**config.mk**
```make
export PLATFORM = sky130hd
export DESIGN_NAME = event_queue_with_load_profiler_flat
export DESIGN_NICKNAME = d
export VERILOG_FILES = /design/src/evq_pkg.sv /design/src/evq_if.sv /design/src/event_queue_with_load_profiler.sv /design/src/evq_ram.sv /design/src/flat_wrapper.sv
export SDC_FILE = /design/constraint.sdc
export NUM_CORES = 2
export LEC_CHECK = 0
export BUFFER_PORTS_ARGS = -buffer_cell sky130_fd_sc_hd__buf_2
export CAP_MARGIN = 20
export CORE_ASPECT_RATIO = 0.5
export CORE_MARGIN = 5
export CORE_UTILIZATION = 45
export DETAILED_ROUTE_END_ITERATION = 6
export GPL_TIMING_DRIVEN = 0
export SETUP_SLACK_MARGIN = 0.15
export SYNTH_ARGS = -nofsm -noshare
export SYNTH_HDL_FRONTEND = slang
export SYNTH_SLANG_ARGS = --single-unit
```
**constraint.sdc**
```tcl
create_clock -name clk_i -period 12.3 [get_ports clk_i]
set_input_delay 0.615 -clock clk_i [delete_from_list [all_inputs] [get_ports clk_i]]
set_output_delay 0.615 -clock clk_i [all_outputs]
set_load 0.05 [all_outputs]
```
**src/evq_pkg.sv**
```systemverilog
package evq_pkg;

  localparam int unsigned ID_W       = 4;
  localparam int unsigned WORD_W     = 32;
  localparam int unsigned TIMER_IN_W = 29;
  // owner codes may run up to 63 (void and init codes)
  localparam int unsigned EVT_W      = 6;

  localparam int unsigned DEF_QUEUE_DEPTH = 16;
  localparam int unsigned DEF_NUM_EVENTS  = 16;
  localparam int unsigned DEF_VOID_CODE   = 0;
  localparam int unsigned DEF_INIT_CODE   = 1;
  localparam int unsigned DEF_TIMER_BITS  = 29;

  typedef enum logic [1:0] {
    FUNC_ADD   = 2'd0,
    FUNC_GET   = 2'd1,
    FUNC_QUERY = 2'd2,
    FUNC_GIVE  = 2'd3
  } func_e;

  typedef enum logic [1:0] {
    ST_IDLE,
    ST_EXEC,
    ST_DECAY,
    ST_RESP
  } state_e;

  typedef struct packed {
    func_e                   func;
    logic [ID_W-1:0]         event_id;
    logic [WORD_W-1:0]       callback_word;
    logic [WORD_W-1:0]       argument_word;
    logic [TIMER_IN_W-1:0]   timer_now;
  } in_item_t;

  typedef struct packed {
    logic                    event_valid;
    logic [ID_W-1:0]         out_event;
    logic [WORD_W-1:0]       out_callback;
    logic [WORD_W-1:0]       out_argument;
    logic [WORD_W-1:0]       load_value;
    logic                    overflow_error;
    logic [WORD_W-1:0]       error_detail;
  } out_item_t;

endpackage

```
**src/evq_if.sv**
```systemverilog
interface evq_in_if import evq_pkg::*; ();
  logic     valid;
  logic     ready;
  in_item_t payload;

  modport source (output valid, output payload, input ready);
  modport sink (input valid, input payload, output ready);
endinterface

interface evq_out_if import evq_pkg::*; ();
  logic      valid;
  logic      ready;
  out_item_t payload;

  modport source (output valid, output payload, input ready);
  modport sink (input valid, input payload, output ready);
endinterface

```
**src/event_queue_with_load_profiler.sv**
```systemverilog
// Add goes from idle straight to the response state; get and give pass through EXEC, and
// the load query through DECAY, before the result is registered (with the result side ready).
// A new item is taken only once the last one is done; the load query sweeps the accumulator
// memory one entry per cycle (read, halve, write back through its two ports).
// A finished result waits in the output register while the next item is taken.
// Reset (async, active low) empties the queue and zeroes all accumulators at once.
module event_queue_with_load_profiler import evq_pkg::*; #(
  parameter int unsigned QUEUE_DEPTH = DEF_QUEUE_DEPTH,
  parameter int unsigned NUM_EVENTS  = DEF_NUM_EVENTS,
  parameter int unsigned VOID_CODE   = DEF_VOID_CODE,
  parameter int unsigned INIT_CODE   = DEF_INIT_CODE,
  parameter int unsigned TIMER_BITS  = DEF_TIMER_BITS
) (
  input  logic        clk_i,
  input  logic        rst_ni,
  evq_in_if.sink      evt_i,
  evq_out_if.source   res_o
);

  localparam int unsigned QAW = $clog2(QUEUE_DEPTH);
  localparam int unsigned TAW = $clog2(NUM_EVENTS);
  localparam int unsigned QW  = ID_W + 2 * WORD_W;

  typedef struct packed {
    logic [ID_W-1:0]   ev;
    logic [WORD_W-1:0] cb;
    logic [WORD_W-1:0] arg;
  } qent_t;

  state_e                state_q, state_d;
  logic [QAW-1:0]        head_q, head_d, tail_q, tail_d, head_nxt, tail_nxt;
  logic                  ovf_seen_q, ovf_seen_d;
  logic [EVT_W-1:0]      cur_q, cur_d, prev_q, prev_d;
  logic [TIMER_BITS-1:0] stamp_q, stamp_d;
  logic [NUM_EVENTS-1:0] tot_vld_q;
  func_e                 op_q, op_d;
  logic [ID_W-1:0]       id_q, id_d;
  logic [TIMER_BITS-1:0] now_q, now_d;
  logic                  hit_q, hit_d;
  logic [TAW:0]          swp_q, swp_d;
  logic [TAW-1:0]        rd_idx_q, rd_idx_d;
  logic                  tot_rvld_q;
  out_item_t             res_q, res_d, out_q;
  logic                  out_vld_q, out_vld_d, out_load;

  logic                  full, empty, acc;
  logic [WORD_W-1:0]     now_ext, stamp_ext, tot_rd;
  logic [TIMER_BITS-1:0] now_in, delta;
  logic [EVT_W-1:0]      ev;
  logic                  cur_charged;

  logic                  q_we, q_re;
  qent_t                 q_wdata, q_rdata;
  logic                  t_we, t_re;
  logic [TAW-1:0]        t_waddr, t_raddr;
  logic [WORD_W-1:0]     t_wdata, t_rdata;

  evq_ram #(.WIDTH(QW), .DEPTH(QUEUE_DEPTH)) u_queue_ram (
    .clk_i   (clk_i),
    .we_i    (q_we),
    .waddr_i (head_q),
    .wdata_i (q_wdata),
    .re_i    (q_re),
    .raddr_i (tail_q),
    .rdata_o (q_rdata)
  );

  evq_ram #(.WIDTH(WORD_W), .DEPTH(NUM_EVENTS)) u_total_ram (
    .clk_i   (clk_i),
    .we_i    (t_we),
    .waddr_i (t_waddr),
    .wdata_i (t_wdata),
    .re_i    (t_re),
    .raddr_i (t_raddr),
    .rdata_o (t_rdata)
  );

  assign head_nxt  = (head_q == QAW'(QUEUE_DEPTH - 1)) ? '0 : head_q + QAW'(1);
  assign tail_nxt  = (tail_q == QAW'(QUEUE_DEPTH - 1)) ? '0 : tail_q + QAW'(1);
  assign full      = (head_nxt == tail_q);
  assign empty     = (head_q == tail_q);

  assign evt_i.ready = (state_q == ST_IDLE);
  assign acc         = evt_i.valid && evt_i.ready;

  assign now_ext   = WORD_W'(evt_i.payload.timer_now);
  assign now_in    = now_ext[TIMER_BITS-1:0];
  assign stamp_ext = WORD_W'(stamp_q);
  assign delta     = stamp_q - now_q;
  // accumulator entries never written since reset read as zero
  assign tot_rd    = tot_rvld_q ? t_rdata : '0;
  assign cur_charged = ((EVT_W + 1)'(cur_q) < (EVT_W + 1)'(NUM_EVENTS));

  assign q_wdata.ev  = evt_i.payload.event_id;
  assign q_wdata.cb  = evt_i.payload.callback_word;
  assign q_wdata.arg = evt_i.payload.argument_word;

  assign out_load = !out_vld_q || res_o.ready;

  always_comb begin
    state_d    = state_q;
    head_d     = head_q;
    tail_d     = tail_q;
    ovf_seen_d = ovf_seen_q;
    cur_d      = cur_q;
    prev_d     = prev_q;
    stamp_d    = stamp_q;
    op_d       = op_q;
    id_d       = id_q;
    now_d      = now_q;
    hit_d      = hit_q;
    swp_d      = swp_q;
    rd_idx_d   = rd_idx_q;
    res_d      = res_q;
    out_vld_d  = out_vld_q && !res_o.ready;
    q_we       = 1'b0;
    q_re       = 1'b0;
    t_we       = 1'b0;
    t_re       = 1'b0;
    t_waddr    = cur_q[TAW-1:0];
    t_raddr    = cur_q[TAW-1:0];
    t_wdata    = tot_rd + WORD_W'(delta);
    ev         = prev_q;

    unique case (state_q)
      ST_IDLE: begin
        if (acc) begin
          op_d  = evt_i.payload.func;
          id_d  = evt_i.payload.event_id;
          now_d = now_in;
          res_d = '0;
          unique case (evt_i.payload.func)
            FUNC_ADD: begin
              if (full) begin
                if (!ovf_seen_q) begin
                  res_d.overflow_error = 1'b1;
                  res_d.error_detail   = {stamp_ext[15:0],
                                          16'(evt_i.payload.event_id)};
                  ovf_seen_d           = 1'b1;
                end
              end else begin
                q_we       = 1'b1;
                head_d     = head_nxt;
                ovf_seen_d = 1'b0;
              end
              state_d = ST_RESP;
            end
            FUNC_GET: begin
              hit_d = !empty;
              q_re  = !empty;
              if (!empty) begin
                tail_d = tail_nxt;
              end
              t_re    = 1'b1;
              state_d = ST_EXEC;
            end
            FUNC_GIVE: begin
              t_re    = 1'b1;
              state_d = ST_EXEC;
            end
            FUNC_QUERY: begin
              swp_d   = '0;
              state_d = ST_DECAY;
            end
          endcase
        end
      end

      ST_EXEC: begin
        if (op_q == FUNC_GET) begin
          ev                 = hit_q ? EVT_W'(q_rdata.ev) : EVT_W'(VOID_CODE);
          res_d.event_valid  = hit_q;
          res_d.out_event    = ev[ID_W-1:0];
          res_d.out_callback = hit_q ? q_rdata.cb : '0;
          res_d.out_argument = hit_q ? q_rdata.arg : '0;
        end
        // owner switch: charge elapsed time to the outgoing owner
        if (ev != cur_q) begin
          t_we    = cur_charged;
          prev_d  = cur_q;
          cur_d   = ev;
          stamp_d = now_q;
        end
        state_d = ST_RESP;
      end

      ST_DECAY: begin
        // read entry swp while the one read last cycle is halved and written back
        t_waddr = rd_idx_q;
        t_wdata = tot_rd >> 1;
        t_we    = (swp_q != '0);
        if ((swp_q != '0) && ((EVT_W + 1)'(id_q) == (EVT_W + 1)'(rd_idx_q))) begin
          res_d.load_value = tot_rd >> 1;
        end
        t_raddr = swp_q[TAW-1:0];
        if (swp_q == (TAW + 1)'(NUM_EVENTS)) begin
          state_d = ST_RESP;
        end else begin
          t_re     = 1'b1;
          rd_idx_d = swp_q[TAW-1:0];
          swp_d    = swp_q + (TAW + 1)'(1);
        end
      end

      ST_RESP: begin
        if (out_load) begin
          out_vld_d = 1'b1;
          state_d   = ST_IDLE;
        end
      end
    endcase
  end

  always_ff @(posedge clk_i or negedge rst_ni) begin
    if (!rst_ni) begin
      state_q    <= ST_IDLE;
      head_q     <= '0;
      tail_q     <= '0;
      ovf_seen_q <= 1'b0;
      cur_q      <= EVT_W'(INIT_CODE);
      prev_q     <= '0;
      stamp_q    <= '1;
      tot_vld_q  <= '0;
      swp_q      <= '0;
      out_vld_q  <= 1'b0;
    end else begin
      state_q    <= state_d;
      head_q     <= head_d;
      tail_q     <= tail_d;
      ovf_seen_q <= ovf_seen_d;
      cur_q      <= cur_d;
      prev_q     <= prev_d;
      stamp_q    <= stamp_d;
      swp_q      <= swp_d;
      out_vld_q  <= out_vld_d;
      if (t_we) begin
        tot_vld_q[t_waddr] <= 1'b1;
      end
    end
  end

  always_ff @(posedge clk_i) begin
    op_q       <= op_d;
    id_q       <= id_d;
    now_q      <= now_d;
    hit_q      <= hit_d;
    rd_idx_q   <= rd_idx_d;
    res_q      <= res_d;
    tot_rvld_q <= tot_vld_q[t_raddr];
    if ((state_q == ST_RESP) && out_load) begin
      out_q <= res_q;
    end
  end

  assign res_o.valid   = out_vld_q;
  assign res_o.payload = out_q;

endmodule

```
**src/evq_ram.sv**
```systemverilog
module evq_ram #(
  parameter int unsigned WIDTH = 32,
  parameter int unsigned DEPTH = 16,
  localparam int unsigned AW = (DEPTH > 1) ? $clog2(DEPTH) : 1
) (
  input  logic             clk_i,
  input  logic             we_i,
  input  logic [AW-1:0]    waddr_i,
  input  logic [WIDTH-1:0] wdata_i,
  input  logic             re_i,
  input  logic [AW-1:0]    raddr_i,
  output logic [WIDTH-1:0] rdata_o
);

  logic [WIDTH-1:0] mem [DEPTH];

  always_ff @(posedge clk_i) begin
    if (we_i) begin
      mem[waddr_i] <= wdata_i;
    end
    if (re_i) begin
      rdata_o <= mem[raddr_i];
    end
  end

endmodule

```
**src/flat_wrapper.sv**
```systemverilog
// flat-port wrapper written by rule: the top's interface ports become plain ports
module event_queue_with_load_profiler_flat import evq_pkg::*;
#(
  parameter int unsigned QUEUE_DEPTH = DEF_QUEUE_DEPTH,
  parameter int unsigned NUM_EVENTS  = DEF_NUM_EVENTS,
  parameter int unsigned VOID_CODE   = DEF_VOID_CODE,
  parameter int unsigned INIT_CODE   = DEF_INIT_CODE,
  parameter int unsigned TIMER_BITS  = DEF_TIMER_BITS
)
  (clk_i, rst_ni, evt_i_valid, evt_i_payload, evt_i_ready, res_o_valid, res_o_payload, res_o_ready);
  evq_in_if evt_i_i ();
  evq_out_if res_o_i ();
  input  logic clk_i;
  input  logic rst_ni;
  input wire logic [$bits(evt_i_i.valid)-1:0] evt_i_valid;
  input wire logic [$bits(evt_i_i.payload)-1:0] evt_i_payload;
  output wire logic [$bits(evt_i_i.ready)-1:0] evt_i_ready;
  output wire logic [$bits(res_o_i.valid)-1:0] res_o_valid;
  output wire logic [$bits(res_o_i.payload)-1:0] res_o_payload;
  input wire logic [$bits(res_o_i.ready)-1:0] res_o_ready;
  assign evt_i_i.valid = evt_i_valid;
  assign evt_i_i.payload = evt_i_payload;
  assign evt_i_ready = evt_i_i.ready;
  assign res_o_valid = res_o_i.valid;
  assign res_o_payload = res_o_i.payload;
  assign res_o_i.ready = res_o_ready;
  event_queue_with_load_profiler #(.QUEUE_DEPTH(QUEUE_DEPTH), .NUM_EVENTS(NUM_EVENTS), .VOID_CODE(VOID_CODE), .INIT_CODE(INIT_CODE), .TIMER_BITS(TIMER_BITS)) u_core (.clk_i(clk_i), .rst_ni(rst_ni), .evt_i(evt_i_i), .res_o(res_o_i));
endmodule
```
# Word level (Yosys, flattened, before mapping)
# Memories as Yosys holds them, arrays and structs flattened. A register that Yosys moved wholly into a read port is not among the register bits.
# Index checks and enable logic that the tools add are counted.
# totals
mem_count,2
input_bits,103
mem_bits_rw,1600
regBits,383
elab_cells,148
out_inout_bits,136
# mem_list
name,depth,word_bits,read_ports,rd_ports_with_merged_regs,wr,line,rtl
u_core.u_queue_ram.mem,16,68,1,1,1,evq_ram.sv:15,logic [WIDTH-1:0] mem [DEPTH];
u_core.u_total_ram.mem,16,32,1,1,1,evq_ram.sv:15,
# op_classes
eq_ne,21
bitwise_logic,5
n_addsub,5
magnitude_cmp,4
n_reduce_logical,28
muxes,52
# ops
op,n
32-bit two-way mux,5
69-bit case mux with 2 select lines,1
134-bit two-way mux,1
33-bit two-way mux,3
69-bit two-way mux,1
32-bit case mux with 2 select lines,1
32-bit by 29-bit adder with 32-bit output,1
29-bit subtractor,1
1-bit two-way mux,20
4-bit two-way mux,5
16-bit OR,1
5-bit two-way mux,3
3-bit AND reduction,5
4-bit equality test,3
6-bit two-way mux,2
4-bit AND reduction,3
"4-bit by 5-bit < comparator with 1-bit output, second input constant",2
5-bit case mux with 2 select lines,1
"4-bit by 1-bit adder with 4-bit output, second input constant",2
"2-bit equality test, second input constant",4
"4-bit equality test, second input constant",2
"2-bit by 1-bit != test with 1-bit output, second input constant",4
2-bit case mux with 4 select lines,1
2-bit AND reduction,4
21 further kinds,39

# Longest topological paths before layout
# depth
depth_word,9
depth_mapped,19
ltp_nobuf,18

# Hierarchy
# A second synthesis with hierarchy kept.
# hier_totals
cells_unflattened,3897
hier_area_um2,79636.4
# modules_own_cells
module,instances,cells_per_inst,seq_area_each_um2,area_per_inst_um2
evq_ram (u_core.u_queue_ram),1,1750,34713.3,42663.4
evq_ram (u_core.u_total_ram),1,838,16335.7,20155.6
event_queue_with_load_profiler,1,1309,10377.5,16817.4

# Worst setup path after synthesis
# Ideal clock, no wire load.
# synth_path
path_type,reg-to-reg
startpoint,register u_core.state_q[0]
endpoint,"memory u_core.u_queue_ram.mem[3][0] (netlist name), enable pin"
period_less_slack_ns,9.824
n_path_buf,2
arrival_time_ns,9.138
setup_time_ns,0.687
path_slack_ns,2.476
path_stages_with_launch,9
t_required_ns,11.613
cell_sequence,dfrtp_1 > inv_1 > ha_1 > clkbuf_1 > nand2_1 > nor3_1 > nor2b_1 > clkbuf_1 > nor4b_1
# synth_between
elab_chain_len,6
# synth_lines
element,line,rtl
"start, declared",event_queue_with_load_profiler.sv:30,"state_e state_q, state_d;"
"start signal, assigned",event_queue_with_load_profiler.sv:227,state_q <= state_d;
2-bit zero test (*),event_queue_with_load_profiler.sv:83,assign evt_i.ready = (state_q == ST_IDLE);
named net evt_i_ready,flat_wrapper.sv:17,output wire logic [$bits(evt_i_i.ready)-1:0] evt_i_ready;
1-bit logical AND,event_queue_with_load_profiler.sv:84,assign acc = evt_i.valid && evt_i.ready;
1-bit two-way mux,event_queue_with_load_profiler.sv:127,if (acc) begin
1-bit two-way mux (*),event_queue_with_load_profiler.sv:125,unique case (state_q)
1-bit two-way mux (*),evq_ram.sv:18,if (we_i) begin
1-bit two-way mux (implied by the code) (*),evq_ram.sv:19,mem[waddr_i] <= wdata_i;
"end, declared",evq_ram.sv:15,
# Mark *: on every way through the listed nets, which the timed path passes. The rest lies on a longest branch.

# Worst setup path in the final report
# layout_path
startpoint,register u_core.stamp_q[0]
endpoint,"memory u_core.u_total_ram.mem[32][30] (netlist: u_core.u_total_ram.mem[8][30]), data pin"
# layout_between
elab_chain_len,3
# layout_lines
element,line,rtl
"start, declared",event_queue_with_load_profiler.sv:34,"logic [TIMER_BITS-1:0] stamp_q, stamp_d;"
"start signal, assigned",event_queue_with_load_profiler.sv:233,stamp_q <= stamp_d;
29-bit subtractor,event_queue_with_load_profiler.sv:89,assign delta = stamp_q - now_q;
32-bit by 29-bit adder with 32-bit output,event_queue_with_load_profiler.sv:122,t_wdata = tot_rd + WORD_W'(delta);
32-bit two-way mux,event_queue_with_load_profiler.sv:125,
named net u_core.t_wdata[30],event_queue_with_load_profiler.sv:56,"logic [WORD_W-1:0] t_wdata, t_rdata;"
"end, declared",evq_ram.sv:15,
# The timed path passes the listed nets, and every way through them passes these cells.

==> out/summary.json <==
{
  "placed_design": {
    "postPlaceCellArea_sq_um": 87600,
    "placement.io_buffers": 225,
    "dpl.hpwl_mm": 136,
    "pre_cts_ws_ns": 6.85,
    "routabilityCongestion": 0.868,
    "dp_cell_count": 7159
  },
  "global_routing": {
    "global_route.overflow_total": 0,
    "grt_max_degree": 66,
    "groute.layer.met3.usage": 0.0310,
    "global_route.usage.total": 0.206,
    "gr-usage-met1": 0.283,
    "globalRoute.busiestLayer": "met2",
    "globalRouteMet2Util": 0.347,
    "grt_first_pass_wirelength_mm": 289,
    "grt_antenna_before_repair": 25,
    "first_global_vias": 43623
  },
  "sta": {
    "portion_of_the_clock_cycle_consumed_by_the_worst_path_in_the_final_layout": 0.456,
    "tightest_slew_ns": 1.14,
    "layout_setup_ws_ns": 6.70,
    "grt_setup_unrepaired": "false",
    "pins_over_slew_limit": 0,
    "maximum_clock_skew_at_final_layout_ns": 0.0529,
    "fmax_mhz": 178,
    "timing.max_slew.rel_slack": 0.229,
    "hold-worst-slack_ns": 0.0962,
    "hold_viol": 0,
    "finalSetupViolations": 0,
    "finalCriticalPeriod_ns": 5.60
  },
  "clock_tree": {
    "cts-root-to-sink-buffers": 4,
    "clk_latency_ns": 0.83,
    "cts_root_buffer": "clkbuf_16",
    "tritoncts": "done",
    "holdBufCountCts": 30,
    "htree_num_levels": 4,
    "clock_pin_slew_on_the_worst_setup_and_hold_paths_ns": 0.06,
    "numCtsBuffers": 187,
    "clock_sinks": 2057,
    "post_cts.resized_instances": 0,
    "postCtsSetupRepairBufs": 0
  },
  "worst_setup_path": {
    "crit_path_category": "reg2reg",
    "reg2reg_slack_ns": 6.70,
    "worst_setup_path_end_kind": "register",
    "cp.required_ns": 12.94,
    "launching_element_type_of_the_critical_path": "register",
    "critical-path-max-stage-delay_ns": 0.53,
    "critical_path_peak_fanout": 16,
    "signal_arrival_time_at_the_worst_endpoint_ns": 6.24,
    "worst_path_max_delay_cell": "dfstp_2",
    "critical_path.cell_chain": "inv_1 > ha_1 > fa_1 > nor2b_1 > o2111ai_1 > nand4_1 > a21oi_1 > o31ai_1 > o22a_1 > xor2_1 > ha_1 > clkbuf_1 > and4_1 > nor2b_1 > nand3_1 > a211oi_1 > o221ai_1 > xor2_1 > a21oi_1 > buf_6"
  },
  "layout": {
    "stdcell_area_sq_um": 94100,
    "nets": 5160,
    "areaGrowthSynthToFinish_pct": 16.0,
    "cell_count_final_fillers_out": 7543,
    "fraction_of_final_layout_cells_sized_beyond_drive_strength_1": 0.235,
    "fillCellCount": 14243
  },
  "power_and_ir_drop": {
    "switchingPower_mw": 8.63,
    "cellLeakagePower_nw": 32.0,
    "power_density_nw_per_um2": 264,
    "power_frac_comb": 0.356,
    "power.share.switching": 0.347,
    "vdd_drop_max_v": 0.000244,
    "intPower_mw": 16.2,
    "clock_power_share": 0.236,
    "seq_power_share": 0.408
  },
  "flow_run": {
    "maxcap_violations": 0
  },
  "outcome": {
    "outcome": "finished, final reports clean"
  },
  "synthesis": {
    "ys_dominant_reg_cell": "edfxtp_1",
    "synth.yosys.seq_area_share": 0.757,
    "syn_inst": 4361,
    "synth.ff_latch_count": 2057,
    "number_of_enable_flip_flop_cells_after_synthesis": 1982,
    "synth_async_sr_flop_share": 0.0360,
    "yosysWarningCount": 0,
    "synthesis.area_sq_um": 81100,
    "syn-mean-instance-area_sq_um": 18.6,
    "synth_cell_types": 79
  },
  "routing": {
    "wl_per_cell_microns": 26.2,
    "dr.pass1.iters": 5,
    "remaining_drc_errors": 0,
    "viasPerCell": 5.70,
    "wirelength_mm": 198,
    "drtAntennaViolNets": 0,
    "detailedRoute.firstIterationViolations": 3926,
    "dr_total_vias": 42996
  },
  "die": {
    "core_outline_area_sq_um": 180000,
    "die_area_sq_um": 189000,
    "pin_count": 239,
    "rows": 110,
    "die_height_microns": 310,
    "floorplan.initialDensity": 0.452,
    "fp.dieW_microns": 610
  },
  "worst_hold_path": {
    "holdCritPathClass": "in2reg"
  }
}
[critical path: cells and delay by family (launching register included)]
family | cells | cell delay (ns)
flip-flops | 1 | 0.53
AND/OR/NAND/NOR | 5 | 1.15
AO/OA/AOI/OAI | 7 | 1.99
XOR/XNOR | 2 | 0.29
adder cells (fa/ha/maj) | 3 | 0.92
buffers and inverters | 3 | 0.55
[sequential cells by signal (all words and copies together), names as in the netlist, 16 cells and up]
signal,flops
u_core.res_q,121
u_core.res_o.payload,121
u_core.u_total_ram.mem,512
u_core.u_total_ram.rdata_o,32
u_core.u_queue_ram.mem,1088
u_core.stamp_q,29
u_core.tot_vld_q,16
u_core.now_q,29
u_core.u_queue_ram.rdata_o,68
[metal layers]
metal	wire, microns	part of all wire
met4	5140	0.026
met5	34	0.00017
met2	97600	0.49
met1	83700	0.42
met3	11300	0.057
[area by class of cell]
| cell class | instances | area, sq um | share of cell area |
|---|---|---|---|
| multi-input combinational | 2000 | 18500 | 0.197 |
| timing repair buffer | 420 | 3680 | 0.0392 |
| buffer | 248 | 1100 | 0.0117 |
| inverter | 68 | 258 | 0.00274 |
| antenna | 6 | 15.0 | 0.000160 |
| clock buffer | 214 | 4900 | 0.0520 |
| tap | 2408 | 3010 | 0.0320 |
| clock inverter | 122 | 1160 | 0.0124 |
| sequential | 2057 | 61400 | 0.653 |
[per-stage QoR]
stage / setup TNS (ns) / utilization / total power [mW]
2_1_floorplan: 0 / - / 16.1
3_3_place_gp: -1875.99 / 0.475 / 18.7
3_5_place_dp: 0 / 0.488 / 19.1
4_1_cts: 0 / 0.523 / 24.9
5_1_grt: 0 / 0.524 / 26.0
6_report: 0 / 0.524 / 24.8
[cells by family (layout without fill, tap and decap cells)]
| logic type | after synthesis | after routing | synth area share |
|---|---|---|---|
| AOI/OAI and AO/OA | 705 | 705 | 0.0572 |
| xor gates and xnor gates | 63 | 63 | 0.00680 |
| adders and majority gates | 75 | 75 | 0.0118 |
| buffers and inverters | 316 | 1072 | 0.0167 |
| DFF | 2057 | 2057 | 0.757 |
| muxes | 578 | 578 | 0.114 |
| other | 1 | 19 | 0.0000462 |
| and+or+nand+nor | 566 | 566 | 0.0359 |
[final timing paths]
| path | startpoint | to | depth (start not counted) |
|---|---|---|---|
| max reg2reg | u_core.stamp_q[0] | u_core.u_total_ram.mem[8][30] | 20 |
| max in group asynchronous | rst_ni | u_core.cur_q[0] | 3 |
| min reg2reg | u_core.res_q[46] | u_core.res_o.payload[46] | 0 |
| max | u_core.stamp_q[0] | u_core.u_total_ram.mem[8][30] | 20 |
| min in group asynchronous | rst_ni | u_core.stamp_q[22] | 2 |
| min | res_o_ready | u_core.res_o.valid | 4 |
[cells in the mapped netlist, types with 73 or more instances]
library cell / n / area share
edfxtp_1: 1982 / 0.73
mux2i_1: 206 / 0.025
o21ai_0: 183 / 0.011
mux4_2: 268 / 0.074
a22oi_1: 73 / 0.0068
nand2_1: 200 / 0.0093
and2_1: 87 / 0.0067
and3_1: 119 / 0.0092
a21oi_1: 137 / 0.0085
mux2_2: 104 / 0.014
ha_1: 73 / 0.011
clkbuf_1: 154 / 0.0071
[power groups by stage]
stage | clock network, mW | registers, mW | logic (mW)
floorplan | 0 | 10.7 | 5.39
finish | 5.86 | 10.1 | 8.85
CTS | 5.97 | 10.1 | 8.83
global placement | 0 | 10.4 | 8.36
global route | 6.26 | 10.2 | 9.54
detailed placement | 0 | 10.3 | 8.79
[placed cells by master, fill, tap and decap left out, types with 73 or more instances in the layout]
master	instances
o21ai_0	182
mux2_2	104
and2_1	86
buf_2	271
and3_1	103
edfxtp_1	1982
mux2i_1	206
clkbuf_1	173
nand2_1	200
a21oi_1	137
clkbuf_16	191
ha_1	73
mux4_2	268
No activity file was read; power rests on OpenSTA's default activity.
